--- src/sv/vbd_pkg.sv ---
// ----------------------------------------------------------------------------
// vbd_pkg
// Types and constants shared by the vertical blur deinterlacer files.
// ----------------------------------------------------------------------------
`default_nettype none

package vbd_pkg;

    // configuration register indexes
    localparam logic REG_FRAME_WIDTH  = 1'b0;
    localparam logic REG_FRAME_HEIGHT = 1'b1;

    localparam int CFG_IDX_W    = 1;
    localparam int CFG_DATA_W   = 13;
    localparam int FW_REG_W     = 12;
    localparam int FH_REG_W     = 13;
    localparam logic [FW_REG_W-1:0] FW_RESET = 12'd640;
    localparam logic [FH_REG_W-1:0] FH_RESET = 13'd480;

    localparam int PIX_W = 8;
    localparam int ROW_OUT_W = 12;
    localparam int COL_OUT_W = 11;

    // result queue
    localparam int RQ_DEPTH = 4;
    localparam int RQ_AW    = 2;
    localparam int RQ_CW    = 3;

    typedef struct packed {
        logic [PIX_W-1:0]     pixel_out;
        logic [ROW_OUT_W-1:0] out_row;
        logic [COL_OUT_W-1:0] out_col;
        logic                 last_of_run;
    } t_res;

    typedef struct packed {
        logic [1:0] n;       // entries pushed this cycle, first goes ahead
        t_res       first;
        t_res       second;
    } t_rq_push;

    typedef struct packed {
        logic [RQ_CW-1:0] count;
        logic             not_empty;
    } t_rq_stat;

endpackage

`default_nettype wire

--- src/sv/vbd_rq.sv ---
// ----------------------------------------------------------------------------
// vbd_rq
// Small result queue: takes up to two results per cycle, hands out one.
// ----------------------------------------------------------------------------
`default_nettype none

module vbd_rq (
    input  wire logic              i_clk,
    input  wire logic              i_rst_n,
    input  wire vbd_pkg::t_rq_push i_push,
    input  wire logic              i_pop,
    output vbd_pkg::t_res          o_head,
    output vbd_pkg::t_rq_stat      o_stat
);
    import vbd_pkg::*;

    t_res             r_mem [RQ_DEPTH];
    logic [RQ_AW-1:0] r_wr, n_wr;
    logic [RQ_AW-1:0] r_rd, n_rd;
    logic [RQ_CW-1:0] r_cnt, n_cnt;
    logic             pop_ok;

    assign pop_ok = i_pop && (r_cnt != '0);

    always_comb begin
        n_wr  = r_wr + RQ_AW'(i_push.n);
        n_rd  = r_rd + RQ_AW'(pop_ok);
        n_cnt = r_cnt + RQ_CW'(i_push.n) - RQ_CW'(pop_ok);
    end

    always_ff @(posedge i_clk) begin
        if (!i_rst_n) begin
            r_wr  <= '0;
            r_rd  <= '0;
            r_cnt <= '0;
        end else begin
            r_wr  <= n_wr;
            r_rd  <= n_rd;
            r_cnt <= n_cnt;
        end
    end

    always_ff @(posedge i_clk) begin
        if (i_push.n != 2'd0) begin
            r_mem[r_wr] <= i_push.first;
        end
        if (i_push.n == 2'd2) begin
            r_mem[r_wr + RQ_AW'(1)] <= i_push.second;
        end
    end

    assign o_head           = r_mem[r_rd];
    assign o_stat.count     = r_cnt;
    assign o_stat.not_empty = (r_cnt != '0);

    assert property (@(posedge i_clk) disable iff (!i_rst_n)
        r_cnt <= RQ_CW'(RQ_DEPTH))
        else $error("result queue overflow");

    assert property (@(posedge i_clk) disable iff (!i_rst_n)
        (r_cnt == '0) |-> (r_wr == r_rd))
        else $error("result queue pointers disagree with empty count");

    assert property (@(posedge i_clk) disable iff (!i_rst_n)
        (r_cnt == RQ_CW'(RQ_DEPTH)) |-> (i_push.n == 2'd0))
        else $error("push into full result queue");

endmodule

`default_nettype wire

--- config.mk ---
export PLATFORM = sky130hd
export DESIGN_NAME = vbd_rq
export DESIGN_NICKNAME = d
export VERILOG_FILES = /design/src/sv/vbd_pkg.sv /design/src/sv/vbd_rq.sv
export SDC_FILE = /design/constraint.sdc
export NUM_CORES = 1
export LEC_CHECK = 0
export ABC_AREA = 1
export BUFFER_PORTS_ARGS = -buffer_cell sky130_fd_sc_hd__buf_2
export CAP_MARGIN = 20
export CORE_MARGIN = 4
export CORE_UTILIZATION = 43
export DETAILED_ROUTE_END_ITERATION = 6
export PLACE_DENSITY = 0.74
export SLEW_MARGIN = 0
export SYNTH_ARGS = -nofsm -noshare
export SYNTH_HDL_FRONTEND = slang
export SYNTH_SLANG_ARGS = --single-unit
export TNS_END_PERCENT = 5
--- constraint.sdc ---
create_clock -name i_clk -period 3.7 [get_ports i_clk]
set_input_delay 0.925 -clock i_clk [delete_from_list [all_inputs] [get_ports i_clk]]
set_output_delay 0.925 -clock i_clk [all_outputs]
set_load 0.005 [all_outputs]
# ---- Yosys cells after proc, flatten, opt, wreduce, memory -nomap -nowiden
# Memory sizes are Yosys's and may differ from the RTL's. A register that Yosys moved wholly into a read port is not among the register bits.
# Cells that the tools add are included.
dict set report word_totals {
  register_bits 7
  ram_bits 128
  out_inout_bits 36
  word_cells 18
  n_memories 1
}
dict set report op_classes {
  n_addsub 5
  eq_ne 1
  mux 5
  reduce_logical 3
}
# memory depth width rd rd_clocked_by_memory_dff write_ports line
set mem_list {}
lappend mem_list {r_mem 4 32 1 1 2 vbd_rq.sv:17} ;# t_res r_mem [RQ_DEPTH];
# cell count
set op_table {}
lappend op_table {{$mux 1} 4}
lappend op_table {{$add 3x2->3} 1}
lappend op_table {{$reduce_bool 3->1} 1}
lappend op_table {{$sub 3x1->3} 1}
lappend op_table {{$add 2x1->2} 1}
lappend op_table {{$add 2x1->2 const B} 1}
lappend op_table {{$add 2x2->2} 1}
lappend op_table {{$eq 2x2->1 const B} 1}
lappend op_table {{$mux 2} 1}
lappend op_table {{$reduce_bool 2->1} 1}
lappend op_table {{$logic_and 1x1->1} 1}

# ---- Depth between registers and ports, before layout
dict set report depth {
  depth_word 4
  mapped_depth 10
  depth_no_buf 10
}

# ---- Least setup slack after synthesis
# Ideal clock, no wire load.
dict set report synth_path {
  path_kind {in2reg}
  startpoint {in i_push[65] (netlist bit)}
  endpoint {mem r_mem[3][0] (netlist bit), enable pin}
  setup_time_ns 0.470
  t_arrival_ns 3.414
  required_ns 3.230
  setup_slack_ns -0.184
  stages 2
  cell_sequence {nor2_1 -> o31ai_1}
}
# element line
set synth_rtl {}
lappend synth_rtl {{start: declaration} vbd_rq.sv:10} ;# input wire vbd_pkg::t_rq_push i_push,
lappend synth_rtl {{end: declaration} vbd_rq.sv:17}

==> results by group <==
STA
  • Clock Skew: 0.00685 ns
  • Fin crit share: 0.789
  • Total setup violations reported at the end of the flow: 0
  • TNS Setup: 0 ns
  • PnR worst setup slack: 0.782 ns
  • Rel. slew slack: 0.326
  • Hold violation count in the final report: 0
  • Fin. max-slew vios: 0
  • Achievable clock frequency: 0.343 GHz
  • RSZ-0062 raised after global routing: no
  • Min Clock Period, post-route: 2.92 ns
  • Worst slew pin tran: 1.01 ns

Run status
  • Outcome: complete, no violations

Global routing
  • First-pass GRT wire length: 26200 µm
  • Total gr overflow: 0
  • GRT Util Overall: 0.187
  • Antenna violations before repair: 2
  • Largest net degree at the start of global routing: 68
  • Vias in the first global route: 5216

Synthesis
  • Area leader, netlist: edfxtp_1
  • Post-Synthesis Cells: 681
  • FF+latch count, synth: 135
  • Syn nets: 754
  • FFs w/ async S/R, synth: 0
  • Number of synthesized flops with an enable pin: 128
  • Synth Cell Area: 0.00678 mm²
  • Fraction of the yosys area taken by sequential cells: 0.587
  • Ranking of synthesized cells by area: edfxtp_1 57%, nand2_1 7.7%, o21ai_0 7.2%
  • Count leader, synth: nand2_1
  • Avg Inst Size Synth: 9.96 µm²
  • Synth top area share: 0.567
  • List of most frequent post-synthesis cells: 139 x nand2_1, 128 x edfxtp_1, 97 x o21ai_0
  • Post-synthesis cell type count: 24
  • Synth Warn #: 0
  • Ys flop type: edfxtp_1

Floorplan
  • Die width: 134 µm
  • IO Pins: 105
  • Die Ht: 134 µm
  • Initial Utilization: 0.443
  • # rows: 45
  • Die Area: 0.0178 mm²
  • Core area: 0.0153 mm²

Flow run
  • Max-cap violations: 0

Clocking
  • Post CTS Setup Buffer Count: 0
  • CTS tree: yes
  • Max clock buf depth: 2
  • Clk slew on worst S/H paths: 0.06 ns
  • Num CTS Buffers: 17
  • Cts hold-fix bufs: 0
  • H-tree levels: 4
  • Post-CTS sizing: 0
  • Clock Tree Root: clkbuf_16
  • Clk_lat worst skew: 0.42 ns
  • Clock sinks: 135

Finish
  • Final instance area: 0.00799 mm²
  • Post-Route Utilization: 0.521
  • Post-route insts no fill: 1000
  • P&R area growth vs syn: 17.8%
  • Nets: 848
  • Share of layout cells above drive strength 1: 0.245

Setup path
  • CP peak stage delay: 0.52 ns
  • Crit path capture type: output port
  • CP required: 2.77 ns
  • Worst setup SP type: register
  • CP Class: reg -> out
  • WP data arrival: 1.99 ns
  • CP bufs+invs: 2
  • Slowest-stage cell, CP: buf_4
  • Worst Path Max Fanout: 67
  • CP delay by family, top: buffers and inverters
  • Worst path cell trace: buf_4 -> o21ai_0 -> o22ai_1 -> buf_2

Placed design
  • Post-Place Cells: 966
  • Port Buffers: 104
  • Pre-CTS setup slack: 0.771 ns
  • DPL Wire Length: 10400 µm
  • GP Congestion: 0.774
  • Post-DP Area: 0.00739 mm²

Pwr
  • P per Cell Area: 573 mW/mm²
  • Worst VDD drop: 0.000326 V
  • LEAKAGE: 0.00333 µW

Drt
  • Routed WL per cell: 16.5 µm
  • Vias: 5256
  • Drt pass-1 iters: 5
  • Residual DRC count: 0
  • Routed Antenna Nets: 0
  • Initial drt markers: 496
  • Total Wirelength: 16500 µm
  • Vias/cell: 5.26

Hold path
  • Worst Hold Class: reg -> reg
report_power, final:
| part | leakage, µW | internal [µW] | total (µW) | switching, µW |
|---|---|---|---|---|
| logic | 0.00179 | 366 | 1020 | 655 |
| clock network | 0.000273 | 1040 | 1650 | 607 |
| registers | 0.00126 | 1860 | 1910 | 47.0 |
per-layer routing:
layer	global-route usage	part of all wire	up-vias	wire, µm
li1	-	-	2581	-
met1	0.231	0.42	2455	7030
met2	0.315	0.49	187	8040
met3	0.0480	0.063	31	1050
met4	0.0771	0.025	2	412
met5	0	0.00079	-	13
worst paths after layout:
path                            depth (start not counted)  slack (ns)      from           end
worst max-delay path                                    4        0.78   r_rd[0]    o_head[27]
worst min-delay path                                    2        0.52  r_cnt[2]      r_cnt[2]
worst max register to register                          4        1.47   r_wr[0]  r_mem[3][25]
worst min register to register                          2        0.52  r_cnt[2]      r_cnt[2]
worst min-delay path, delay by kind of cell (launching register included):
family	cells	cell delay [ns]
flip-flops	1	0.33
AND/OR/NAND/NOR	2	0.15
registers in the layout, summed over array words and instances, names as in the netlist:
signal / cells
r_cnt: 3
r_mem: 128
r_rd: 2
r_wr: 2
through the flow:
stage	hold slack [ns]	power (µW)
finish	0.517	4580
global route	0.541	4810
CTS	0.518	4600
detailed placement	0.507	2960
global placement	0.507	2940
floorplan	0.505	2550
layout make-up:
type | count | area (µm²)
inverter | 44 | 165
multi-input combinational | 455 | 2320
antenna | 2 | 5.00
clock buffer | 19 | 433
timing repair buffer | 122 | 676
sequential | 135 | 3990
fill | 1372 | 7330
clock inverter | 12 | 135
tap | 211 | 264
kinds of logic after synthesis:
kind of cell,count (synthesis),synth area share
xor+xnor,2,0.00258
compound gates,230,0.195
fa+ha+maj,4,0.00849
flops,135,0.587
buf+inv,91,0.0780
simple gates,219,0.128
cell usage in the layout, fill, tap and decap left out, drive strengths merged, types with 7 or more instances in the layout:
cell type  synthesis  final
edfxtp           128    128
nor2              73     73
buf               28    122
dfxtp              7      7
clkbuf            19     19
nand2            139    139
o21ai            193    193
clkinv             0      7
o22ai             32     32
inv               44     44
(Power assumes the default switching activity.)
